File: src/hw/rtl/mlpsig_pkg.sv
// Shared types, request codes and the sigmoid lookup table of the MLP inference core.
// Depends on nothing; every other file imports it.
`default_nettype none
package mlpsig_pkg;

    localparam int DEF_INPUT_NODES   = 8;
    localparam int DEF_HIDDEN_NODES  = 16;
    localparam int DEF_HIDDEN_LAYERS = 1;
    localparam int DEF_OUTPUT_NODES  = 4;

    localparam logic [1:0] REQ_WEIGHT  = 2'd0;
    localparam logic [1:0] REQ_BIAS    = 2'd1;
    localparam logic [1:0] REQ_FEATURE = 2'd2;

    typedef logic [15:0] sig_table_t [256];

    // Restoring division, only ever evaluated at elaboration time.
    function automatic logic [63:0] udiv64(input logic [63:0] n, input logic [63:0] d);
        logic [64:0] r;
        logic [63:0] q;
        r = '0;
        q = '0;
        for (int i = 63; i >= 0; i--) begin
            r = {r[63:0], n[i]};
            if (r >= {1'b0, d}) begin
                r = r - {1'b0, d};
                q[i] = 1'b1;
            end
        end
        return q;
    endfunction

    // Entry i stands for x = (i - 128) / 16; e^(-k/16) is built up step by step in Q32.
    function automatic sig_table_t build_sig_table();
        sig_table_t tab;
        logic [63:0] e;
        logic [63:0] den;
        logic [63:0] v;
        logic [95:0] t;
        e = 64'd1 << 32;
        for (int k = 0; k <= 128; k++) begin
            if (k > 0) begin
                t = 96'(e) * 96'd4034748382 + (96'd1 << 31);
                e = t[95:32];
            end
            den = (64'd1 << 32) + e;
            if (k < 128) begin
                v = udiv64((64'd1 << 48) + (den >> 1), den);
                if (v > 64'd65535) begin
                    v = 64'd65535;
                end
                tab[128 + k] = v[15:0];
            end
            if (k > 0) begin
                v = udiv64((e << 16) + (den >> 1), den);
                tab[128 - k] = v[15:0];
            end
        end
        return tab;
    endfunction

    localparam sig_table_t SIG_TABLE = build_sig_table();

endpackage
`default_nettype wire

File: src/hw/rtl/mlp_sigmoid_inference_core.sv
// Forward pass of a fully connected sigmoid network on one shared multiply-accumulate unit.
// Depends on mlpsig_pkg for the request codes, the default sizes and the sigmoid table.
`default_nettype none
// Beats on the input stream load weights and biases (one beat a cycle) or deliver
// features; the feature beat with tlast set starts a pass, and the core then drops
// s_tready until the last output activation has been taken. For each node a pass
// fetches the bias, then for each product on the single 17x16 multiplier steps through
// address, multiply and accumulate, and ends with the table lookup; each result beat
// waits for as long as the sink holds it off. After reset the core zeroes its stores
// before s_tready first rises.
module mlp_sigmoid_inference_core #(
    parameter int INPUT_NODES   = mlpsig_pkg::DEF_INPUT_NODES,
    parameter int HIDDEN_NODES  = mlpsig_pkg::DEF_HIDDEN_NODES,
    parameter int HIDDEN_LAYERS = mlpsig_pkg::DEF_HIDDEN_LAYERS,
    parameter int OUTPUT_NODES  = mlpsig_pkg::DEF_OUTPUT_NODES
) (
    input  wire logic        aclk,
    input  wire logic        aresetn,
    input  wire logic        s_tvalid,
    output logic             s_tready,
    input  wire logic [23:0] s_tdata,   // addr [7:0], value [23:8]
    input  wire logic [1:0]  s_tuser,   // req_type [1:0]
    input  wire logic        s_tlast,
    output logic             m_tvalid,
    input  wire logic        m_tready,
    output logic [15:0]      m_tdata,   // activation [15:0]
    output logic [1:0]       m_tuser,   // out_index [1:0]
    output logic             m_tlast
);
    import mlpsig_pkg::*;

    localparam int WC = INPUT_NODES * HIDDEN_NODES
                      + (HIDDEN_LAYERS - 1) * HIDDEN_NODES * HIDDEN_NODES
                      + HIDDEN_NODES * OUTPUT_NODES;
    localparam int BC = HIDDEN_LAYERS * HIDDEN_NODES + OUTPUT_NODES;
    localparam int CLR_MAX = (WC > BC) ? ((WC > INPUT_NODES) ? WC : INPUT_NODES)
                                       : ((BC > INPUT_NODES) ? BC : INPUT_NODES);
    localparam int WAW = $clog2(WC);
    localparam int BAW = $clog2(BC);
    localparam int FAW = (INPUT_NODES > 1) ? $clog2(INPUT_NODES) : 1;
    localparam int HAW = $clog2(2 * HIDDEN_NODES);
    localparam int CW  = $clog2(CLR_MAX + 1);
    localparam int FCW = $clog2(INPUT_NODES + 1);
    localparam int KMAX = (INPUT_NODES > HIDDEN_NODES) ? INPUT_NODES : HIDDEN_NODES;
    localparam int JMAX = (HIDDEN_NODES > OUTPUT_NODES) ? HIDDEN_NODES : OUTPUT_NODES;
    localparam int KW = (KMAX > 1) ? $clog2(KMAX) : 1;
    localparam int JW = (JMAX > 1) ? $clog2(JMAX) : 1;
    localparam int LW = $clog2(HIDDEN_LAYERS + 1);
    localparam int AW = 48;

    typedef enum logic [8:0] {
        ST_CLEAR = 9'b000000001,
        ST_IDLE  = 9'b000000010,
        ST_NODE  = 9'b000000100,
        ST_BIAS  = 9'b000001000,
        ST_RD    = 9'b000010000,
        ST_MUL   = 9'b000100000,
        ST_ACC   = 9'b001000000,
        ST_ACT   = 9'b010000000,
        ST_OUT   = 9'b100000000
    } state_t;

    state_t state_reg, state_next;

    logic [CW-1:0]  clr_reg, clr_next;
    logic [FCW-1:0] fcnt_reg, fcnt_next;
    logic [LW-1:0]  layer_reg, layer_next;
    logic [JW-1:0]  j_reg, j_next;
    logic [KW-1:0]  k_reg, k_next;
    logic [WAW-1:0] wbase_reg, wbase_next;
    logic [WAW-1:0] waddr_reg, waddr_next;
    logic signed [AW-1:0] acc_reg, acc_next;
    logic signed [32:0] mul_reg;
    logic [15:0] act_reg;
    logic [1:0]  oidx_reg;
    logic        olast_reg;

    logic [15:0] weight_mem [WC];
    logic [15:0] bias_mem [BC];
    logic [15:0] feat_mem [INPUT_NODES];
    logic [15:0] hid_mem [2 * HIDDEN_NODES];
    logic [15:0] w_rd_reg, b_rd_reg, f_rd_reg, h_rd_reg;

    logic [7:0]  in_addr;
    logic [15:0] in_value;
    logic        in_beat;
    logic        first_layer, out_layer;
    logic [KW-1:0] k_last;
    logic [WAW-1:0] w_step, layer_span;
    logic [BAW-1:0] b_rd_addr;
    logic [HAW-1:0] h_rd_addr, h_wr_addr;
    logic signed [16:0] mul_a;
    logic signed [AW-1:0] term;
    logic signed [31:0] q32;
    logic [15:0] q16;
    logic [15:0] act_val;
    logic w_we, b_we, f_we;
    logic [WAW-1:0] w_wa;
    logic [BAW-1:0] b_wa;
    logic [FAW-1:0] f_wa;
    logic [15:0] wr_data;

    assign in_addr  = s_tdata[7:0];
    assign in_value = s_tdata[23:8];
    assign in_beat  = s_tvalid && s_tready;
    assign s_tready = (state_reg == ST_IDLE);

    assign first_layer = (layer_reg == '0);
    assign out_layer   = (layer_reg == LW'(HIDDEN_LAYERS));
    assign k_last      = first_layer ? KW'(INPUT_NODES - 1) : KW'(HIDDEN_NODES - 1);
    assign w_step      = out_layer ? WAW'(OUTPUT_NODES) : WAW'(HIDDEN_NODES);
    assign layer_span  = first_layer ? WAW'(INPUT_NODES * HIDDEN_NODES)
                                     : WAW'(HIDDEN_NODES * HIDDEN_NODES);
    assign b_rd_addr   = BAW'(layer_reg * HIDDEN_NODES) + BAW'(j_reg);
    // Hidden layers alternate between two banks: write layer l into bank l[0].
    assign h_rd_addr   = (layer_reg[0] ? HAW'(0) : HAW'(HIDDEN_NODES)) + HAW'(k_reg);
    assign h_wr_addr   = (layer_reg[0] ? HAW'(HIDDEN_NODES) : HAW'(0)) + HAW'(j_reg);

    // Features are signed Q4.12; hidden activations are unsigned Q0.16.
    assign mul_a = first_layer ? {f_rd_reg[15], f_rd_reg} : {1'b0, h_rd_reg};
    assign term  = first_layer ? (AW'(mul_reg) <<< 4) : AW'(mul_reg);

    // Arithmetic shift gives the floor; then saturate to Q4.12 and index the table.
    assign q32 = acc_reg[47:16];
    always_comb begin
        if (q32 > 32'sd32767) begin
            q16 = 16'h7FFF;
        end else if (q32 < -32'sd32768) begin
            q16 = 16'h8000;
        end else begin
            q16 = q32[15:0];
        end
    end
    assign act_val = SIG_TABLE[{~q16[15], q16[14:8]}];

    // Store write ports: the clearing sweep after reset, otherwise load beats.
    always_comb begin
        w_we = 1'b0;
        b_we = 1'b0;
        f_we = 1'b0;
        w_wa = WAW'(in_addr);
        b_wa = BAW'(in_addr);
        f_wa = FAW'(fcnt_reg);
        wr_data = in_value;
        if (state_reg == ST_CLEAR) begin
            w_wa = WAW'(clr_reg);
            b_wa = BAW'(clr_reg);
            f_wa = FAW'(clr_reg);
            wr_data = '0;
            w_we = (32'(clr_reg) < WC);
            b_we = (32'(clr_reg) < BC);
            f_we = (32'(clr_reg) < INPUT_NODES);
        end else if (in_beat) begin
            w_we = (s_tuser == REQ_WEIGHT) && (32'(in_addr) < WC);
            b_we = (s_tuser == REQ_BIAS) && (32'(in_addr) < BC);
            f_we = (s_tuser == REQ_FEATURE) && (32'(fcnt_reg) < INPUT_NODES);
        end
    end

    always_ff @(posedge aclk) begin
        if (w_we) begin
            weight_mem[w_wa] <= wr_data;
        end
        if (b_we) begin
            bias_mem[b_wa] <= wr_data;
        end
        if (f_we) begin
            feat_mem[f_wa] <= wr_data;
        end
        if (state_reg == ST_ACT && !out_layer) begin
            hid_mem[h_wr_addr] <= act_val;
        end
        w_rd_reg <= weight_mem[waddr_reg];
        b_rd_reg <= bias_mem[b_rd_addr];
        f_rd_reg <= feat_mem[FAW'(k_reg)];
        h_rd_reg <= hid_mem[h_rd_addr];
        mul_reg  <= mul_a * $signed(w_rd_reg);
        if (state_reg == ST_ACT) begin
            act_reg   <= act_val;
            oidx_reg  <= 2'(j_reg);
            olast_reg <= (j_reg == JW'(OUTPUT_NODES - 1));
        end
    end

    always_comb begin
        state_next = state_reg;
        clr_next   = clr_reg;
        fcnt_next  = fcnt_reg;
        layer_next = layer_reg;
        j_next     = j_reg;
        k_next     = k_reg;
        wbase_next = wbase_reg;
        waddr_next = waddr_reg;
        acc_next   = acc_reg;
        unique case (state_reg)
            ST_CLEAR: begin
                clr_next = clr_reg + 1'b1;
                if (32'(clr_reg) == CLR_MAX - 1) begin
                    state_next = ST_IDLE;
                end
            end
            ST_IDLE: begin
                if (in_beat && s_tuser == REQ_FEATURE) begin
                    if (32'(fcnt_reg) < INPUT_NODES) begin
                        fcnt_next = fcnt_reg + 1'b1;
                    end
                    if (s_tlast) begin
                        fcnt_next  = '0;
                        layer_next = '0;
                        j_next     = '0;
                        wbase_next = '0;
                        state_next = ST_NODE;
                    end
                end
            end
            ST_NODE: begin
                k_next     = '0;
                waddr_next = wbase_reg + WAW'(j_reg);
                state_next = ST_BIAS;
            end
            ST_BIAS: begin
                acc_next   = AW'($signed(b_rd_reg)) <<< 16;
                state_next = ST_RD;
            end
            ST_RD: begin
                state_next = ST_MUL;
            end
            ST_MUL: begin
                state_next = ST_ACC;
            end
            ST_ACC: begin
                acc_next   = acc_reg + term;
                waddr_next = waddr_reg + w_step;
                k_next     = k_reg + 1'b1;
                state_next = (k_reg == k_last) ? ST_ACT : ST_RD;
            end
            ST_ACT: begin
                if (out_layer) begin
                    state_next = ST_OUT;
                end else if (j_reg == JW'(HIDDEN_NODES - 1)) begin
                    j_next     = '0;
                    layer_next = layer_reg + 1'b1;
                    wbase_next = wbase_reg + layer_span;
                    state_next = ST_NODE;
                end else begin
                    j_next     = j_reg + 1'b1;
                    state_next = ST_NODE;
                end
            end
            ST_OUT: begin
                if (m_tready) begin
                    if (j_reg == JW'(OUTPUT_NODES - 1)) begin
                        state_next = ST_IDLE;
                    end else begin
                        j_next     = j_reg + 1'b1;
                        state_next = ST_NODE;
                    end
                end
            end
            default: begin
                state_next = ST_CLEAR;
            end
        endcase
    end

    always_ff @(posedge aclk) begin
        if (!aresetn) begin
            state_reg <= ST_CLEAR;
            clr_reg   <= '0;
            fcnt_reg  <= '0;
            layer_reg <= '0;
            j_reg     <= '0;
            k_reg     <= '0;
            wbase_reg <= '0;
        end else begin
            state_reg <= state_next;
            clr_reg   <= clr_next;
            fcnt_reg  <= fcnt_next;
            layer_reg <= layer_next;
            j_reg     <= j_next;
            k_reg     <= k_next;
            wbase_reg <= wbase_next;
        end
    end

    always_ff @(posedge aclk) begin
        waddr_reg <= waddr_next;
        acc_reg   <= acc_next;
    end

    assign m_tvalid = (state_reg == ST_OUT);
    assign m_tdata  = act_reg;
    assign m_tuser  = oidx_reg;
    assign m_tlast  = olast_reg;

endmodule
`default_nettype wire

File: config.mk
export PLATFORM = sky130hd
export DESIGN_NAME = mlp_sigmoid_inference_core
export DESIGN_NICKNAME = d
export VERILOG_FILES = /design/src/hw/rtl/mlpsig_pkg.sv /design/src/hw/rtl/mlp_sigmoid_inference_core.sv
export SDC_FILE = /design/constraint.sdc
export NUM_CORES = 2
export LEC_CHECK = 0
export BUFFER_PORTS_ARGS = -buffer_cell sky130_fd_sc_hd__buf_2
export CORE_UTILIZATION = 35
export DETAILED_ROUTE_END_ITERATION = 12
export SKIP_CTS_REPAIR_TIMING = 1
export SLEW_MARGIN = 20
export SYNTH_ARGS = -nofsm -noshare
export SYNTH_HDL_FRONTEND = slang
export SYNTH_SLANG_ARGS = --single-unit
File: constraint.sdc
create_clock -name aclk -period 12.56 [get_ports aclk]
set_clock_uncertainty 0.05 [all_clocks]
set_input_delay 0.628 -clock aclk [delete_from_list [all_inputs] [get_ports aclk]]
set_output_delay 0.628 -clock aclk [all_outputs]
set_load 0.01 [all_outputs]
After elaboration in Yosys (flattened, before gate mapping)

Memory sizes are Yosys's and may differ from the RTL's. A register that Yosys moved wholly into a read port is not among the register bits.
Index checks and enable logic that the tools add are counted.

Register bits: 146
Bits in writable memories: 4032
Bits in read-only memories: 4096
Input port bits: 31
Output and inout bits: 21
Word-level logic and storage cells: 141
Memories: 5

Add/sub/neg operators: 12
Multiply operators: 1
Order comparisons: 9
Eq/ne operators: 22
Multiplexer cells: 59
Bitwise logic cells: 2
Reduce and logical (&&, ||, !) cells: 18

Memories:

| memory           | depth | bits a word | read ports | clocked after Yosys merged registers in | write ports | line                              | source |
|---|---|---|---|---|---|---|---|
| (name not given) | 256   | 16          | 1          | 0                                       | 0           | mlp_sigmoid_inference_core.sv:134 | `assign act_val = SIG_TABLE[{~q16[15], q16[14:8]}];` |
| weight_mem       | 192   | 16          | 1          | 1                                       | 1           | mlp_sigmoid_inference_core.sv:78  | `logic [15:0] weight_mem [WC];` |
| hid_mem          | 32    | 16          | 1          | 1                                       | 1           | mlp_sigmoid_inference_core.sv:81  | `logic [15:0] hid_mem [2 * HIDDEN_NODES];` |
| bias_mem         | 20    | 16          | 1          | 1                                       | 1           | mlp_sigmoid_inference_core.sv:79  | `logic [15:0] bias_mem [BC];` |
| feat_mem         | 8     | 16          | 1          | 1                                       | 1           | mlp_sigmoid_inference_core.sv:80  | `logic [15:0] feat_mem [INPUT_NODES];` |

Operators with widths:

| operator                                                                           | number |
|---|---|
| 48-bit one-hot mux with 2 select lines                                             | 1 |
| 9-bit one-hot mux with 9 select lines                                              | 1 |
| 16-bit two-way mux                                                                 | 5 |
| 8-bit two-way mux                                                                  | 7 |
| 48-bit by 37-bit adder with 48-bit output                                          | 1 |
| 9-bit two-way mux                                                                  | 5 |
| 36-bit two-way mux                                                                 | 1 |
| 4-bit two-way mux                                                                  | 9 |
| 17-bit by 16-bit multiplier with 33-bit output                                     | 1 |
| 32-bit by 16-bit greater-than comparator with 1-bit output (second input constant) | 1 |
| 32-bit by 16-bit less-than comparator with 1-bit output (second input constant)    | 1 |
| 8-bit one-hot mux with 2 select lines                                              | 2 |
| 5-bit two-way mux                                                                  | 4 |
| 1-bit two-way mux                                                                  | 18 |
| 17-bit two-way mux                                                                 | 1 |
| 8-bit by 5-bit less-than comparator with 1-bit output (second input constant)      | 2 |
| 8-bit less-than comparator (second input constant)                                 | 2 |
| 5-bit by 4-bit adder with 5-bit output                                             | 3 |
| 4-bit by 1-bit adder with 4-bit output (second input constant)                     | 3 |
| 4-bit one-hot mux with 3 select lines                                              | 1 |
| 2-bit by 1-bit != test with 1-bit output (second input constant)                   | 5 |
| 9-bit by 1-bit equality test with 1-bit output (second input constant)             | 1 |
| 9-bit by 2-bit equality test with 1-bit output (second input constant)             | 1 |
| 9-bit by 3-bit equality test with 1-bit output (second input constant)             | 1 |
| 35 further kinds                                                                   | 46 |

Depth between registers and ports, before layout

Word-level depth: 8
Gate-level depth with buffers: 26
Mapped depth without buffers: 24

Worst setup path after synthesis

No wires, ideal clock.

Path type: reg-to-reg
From: register layer_reg
To: register mul_reg[30]
Setup time: 72 ps
Data arrival time: 6754 ps
Required time: 12438 ps
Setup slack: 5684 ps
Cell stages (with the launch flop): 25
Path buffers: 3
Clock period less this slack: 6876 ps
Path through: dfxtp_1 -> buf_1 -> clkbuf_1 -> mux2_2 -> clkbuf_1 -> nand2_1 -> fa_1 -> fa_1 -> fa_1 -> inv_1 -> fa_1 -> fa_1 -> inv_1 -> fa_1 -> inv_1 -> ha_1 -> a21o_1 -> a21o_1 -> a221o_1 -> a21oi_1 -> o31ai_1 -> a21o_1 -> nand2b_1 -> a21oi_1 -> xnor2_1

Word-level cells in the longest chain between the ends: 2

RTL lines:

| element                                        | line                              | source |
|---|---|---|
| start: declaration                             | mlp_sigmoid_inference_core.sv:67  | `logic [LW-1:0] layer_reg, layer_next;` |
| start signal: assignment                       | mlp_sigmoid_inference_core.sv:279 | `layer_reg <= layer_next;` |
| 17-bit two-way mux                             | mlp_sigmoid_inference_core.sv:120 | `assign mul_a = first_layer ? {f_rd_reg[15], f_rd_reg} : {1'b0, h_rd_reg};` |
| 17-bit by 16-bit multiplier with 33-bit output | mlp_sigmoid_inference_core.sv:177 | `mul_reg <= mul_a * $signed(w_rd_reg);` |
| end signal: assignment                         | mlp_sigmoid_inference_core.sv:177 |  |
| end: declaration                               | mlp_sigmoid_inference_core.sv:73  | `logic signed [32:0] mul_reg;` |

No other way between the ends.
A chain may end at the register's enable or synchronous reset.

Final worst setup path

From: register layer_reg
To: register mul_reg[31]

Same word-level chain as after synthesis.

==> metrics.md <==
| Metric | Value |
|---|---|
| Worst path required time | `between 10 and 15 ns` |
| Htree depth | `5` |
| GPL Wtd Cong | `0.897` |
| Max FFs per register | `approximately 3000` |
| Lkg Pwr | `0.0604 uW` |
| RSZ-0062 raised after global routing | `false` |
| Final wirelength | `between 400000 and 500000 microns` |
| CP max stage delay | `between 0.9 and 1 ns` |
| Core Area | `506000 sq um` |
| Remaining global-route overflow | `0` |
| Synth unique cells | `roughly 90` |
| Period minus WS final | `7.42 ns` |
| Area Overhead vs Synth | `14.0%` |
| Final net count | `10100` |
| Seq/Total Area, Yosys | `between 70% and 80%` |
| CP Max Fanout | `47` |
| Worst setup EP type | `flip-flop` |
| Mean Syn Cell Area | `19.7 sq um` |
| Root Driver | `clkbuf_16` |
| CTS max path bufs | `4` |
| Cell repeated most along the worst path | `fa_1` |
| Setup crit start kind | `flip-flop` |
| Synth area leaders | `edfxtp_1 (69%), mux4_2 (16%), fa_1 (3.1%), dfxtp_1 (1.4%), ha_1 (1.1%)` |
| Synth Cell Area | `approximately 180000 sq um` |
| Pins Over Slew Limit | `0` |
| Slowest-stage cell, CP | `fa_1` |
| Clock slew at reported path FFs | `~0.06 ns` |
| Die Y | `716 microns` |
| Hold Crit Class | `in2reg` |
| Largest reg by FF count | `weight_mem` |
| CTS buffer count | `roughly 430` |
| Biggest regs | `weight_mem x3072, hid_mem x512, bias_mem x320` |
| Layout fillers | `~45000` |
| DRT antenna net count | `0` |
| Total GRT Usage | `~18%` |
| Setup violations, final | `0` |
| Clock Sinks | `4235` |
| FFs w/ async S/R, synth | `0%` |
| Number of remaining DRC errors | `0` |
| CP arrival | `~8.3 ns` |
| Horiz. Die Dim | `between 700 and 800 microns` |
| Worst-path cell chain | `nor2b_2 -> nand2_1 -> inv_1 -> fa_1 -> fa_1 -> fa_1 -> fa_1 -> fa_1 -> inv_1 -> fa_1 -> inv_1 -> ha_1 -> and2_1 -> nand2_1 -> nor2_1 -> nand3_1 -> nor3_1 -> o31ai_1 -> a21boi_0 -> mux2i_1 -> nand3_1` |
| Number of hold violations in the final report | `0` |
| DR vias/cell | `roughly 5.4` |
| Routed vias | `90300` |
| Yosys warnings | `0` |
| Post-synth EDFFs | `just over 4000` |
| Initial antenna violation count | `28` |
| Starting Density | `between 30% and 40%` |
| Avg WL per Cell | `around 28 microns` |
| Synth top area share | `69.2%` |
| Vias in the first global route | `between 90000 and 100k` |
| Total Die Area | `approximately 510000 sq um` |
| Synth Flop Type | `edfxtp_1` |
| Yosys top cell by area | `edfxtp_1` |
| Layout cells sized above 1 | `between 20% and 30%` |
| Worst skew pair latency | `between 1 and 1.5 ns` |
| Relative max-transition margin | `27.6%` |
| Tightest Pin Transition | `between 1 and 1.5 ns` |
| Number of iterations in the first detailed-routing pass | `6` |
| Ports | `52` |
| Cell count after synthesis | `9025` |
| Status | `finished, final reports clean` |
| Setup ws final | `between 5 and 6 ns` |
| TritonCTS clock tree | `yes` |
| Post-Route Setup TNS | `0 ns` |
| Final Util | `40.2%` |
| First-pass GRT wire length | `between 600000 and 700000 microns` |
| Fin crit share | `roughly three fifths` |
| DR iter-0 viols | `a little under 10000` |
| Pre-CTS WS | `around 4.6 ns` |
| Peak Freq | `roughly 130 MHz` |
| Number of port buffers | `~50` |
| #FFs+latches synth | `~4200` |
| Total Power | `just over 40000 uW` |
| Largest net degree at the start of global routing | `about 170` |
| DP HPWL | `287000 microns` |
| Maxcap violations | `0` |
| Peak VDD IR | `about 800 uV` |
| Crit path kind | `reg2reg` |
| Worst hold margin | `0.0617 ns` |
| Cell Pwr Density | `between 200 and 250 nW/um^2` |
| Site Rows | `~260` |
## cells by family after synthesis
| group | share of synthesized area [%] |
|---|---|
| xor+xnor | 0.442 |
| mux | 16.9 |
| other cells | 0.00210 |
| fa+ha+maj | 4.23 |
| buf+inv | 1.87 |
| simple gates | 3.29 |
| flops | 70.6 |
| compound gates | 2.63 |
## per-layer routing
| metal | routed length (microns) | GRT usage, % | vias to the layer above | share of wire, % |
|---|---|---|---|---|
| met5 | 16 | 0 | - | 0.0034 |
| met4 | 14500 | 5.32 | 2 | 3.1 |
| met3 | 31000 | 2.79 | 795 | 6.6 |
| met2 | 229000 | 29.8 | 3494 | 49 |
| met1 | 194000 | 24.7 | 48600 | 41 |
| li1 | - | - | 37400 | - |
## final timing paths
| path | from | end | slack [ns] | cells after the start |
|---|---|---|---|---|
| max | layer_reg$_SDFFE_PN0P_ | mul_reg[31]$_DFF_P_ | 5.14 | 21 |
| min | m_tready | state_reg[8]$_SDFFE_PN0P_ | 0.06 | 3 |
| max reg2reg | layer_reg$_SDFFE_PN0P_ | mul_reg[31]$_DFF_P_ | 5.14 | 21 |
| min reg2reg | state_reg[4]$_SDFFE_PN0P_ | state_reg[6]$_SDFFE_PN0P_ | 0.43 | 1 |
## report_power, final
part           leakage [uW]  switching (uW)  internal [uW]  total [uW]
Sequential           0.0335            73.4          15600       15700
Combinational        0.0202            7040           5420       12500
Clock               0.00674            5480           7100       12600
## cell type report
cell class	count	area, sq um	area share (%)
Sequential cell	4235	126000	61.9
Tap cell	6706	8390	4.13
Inverter	341	1280	0.630
Clock inverter	272	2800	1.38
Antenna cell	18	45.0	0.0222
Timing Repair Buffer	444	3460	1.70
Multi-Input combinational cell	4191	50300	24.7
Clock buffer	510	11100	5.45
## cells in the final DEF, fill, tap and decap left out, types with 23 or more instances in the layout
master / instances
inv_1: 339
dfxtp_1: 120
mux4_2: 1273
nand4_1: 38
and2_1: 145
a21oi_1: 186
o211ai_1: 35
a31oi_1: 41
o21ai_0: 157
fa_1: 277
conb_1: 256
edfxtp_1: 4107
bufinv_16: 38
buf_4: 369
ha_1: 160
clkbuf_1: 77
nor3_1: 36
xor2_1: 29
a21o_1: 44
nand3_1: 43
buf_2: 51
mux2i_1: 31
xnor2_1: 61
nor2_1: 372
nand2b_1: 23
nor2b_1: 26
nand2_1: 429
clkbuf_16: 428
mux2_2: 97
clkinv_1: 104
clkinv_2: 81
## per-stage QoR
stage               instance area (sq um)  instances
CTS                                203000      16700
detailed placement                 189000      15900
finish                             203000      16700
global placement                   189000      15900
global route                       203000      16700
floorplan                          179000       9280
## Yosys cell counts, types with 43 or more instances
master,number
xnor2_1,61
inv_1,339
mux2_2,97
buf_1,67
and2_1,163
mux4_2,1273
ha_1,160
a31oi_1,43
clkbuf_1,362
edfxtp_1,4107
nand2_1,439
buf_2,78
o21ai_0,160
a21o_1,44
a21oi_1,190
dfxtp_1,128
nor2_1,388
nand3_1,43
fa_1,277
## worst max-delay path, delay by kind of cell (launching register included)
| family | cells | cell delay, ns |
|---|---|---|
| AND/OR/NAND/NOR | 8 | 1.67 |
| buffers and inverters | 3 | 0.31 |
| AO/OA/AOI/OAI | 2 | 0.55 |
| multiplexers | 1 | 0.25 |
| adder cells (fa/ha/maj) | 7 | 3.91 |
| flip-flops | 1 | 0.54 |
(Power assumes the default switching activity.)
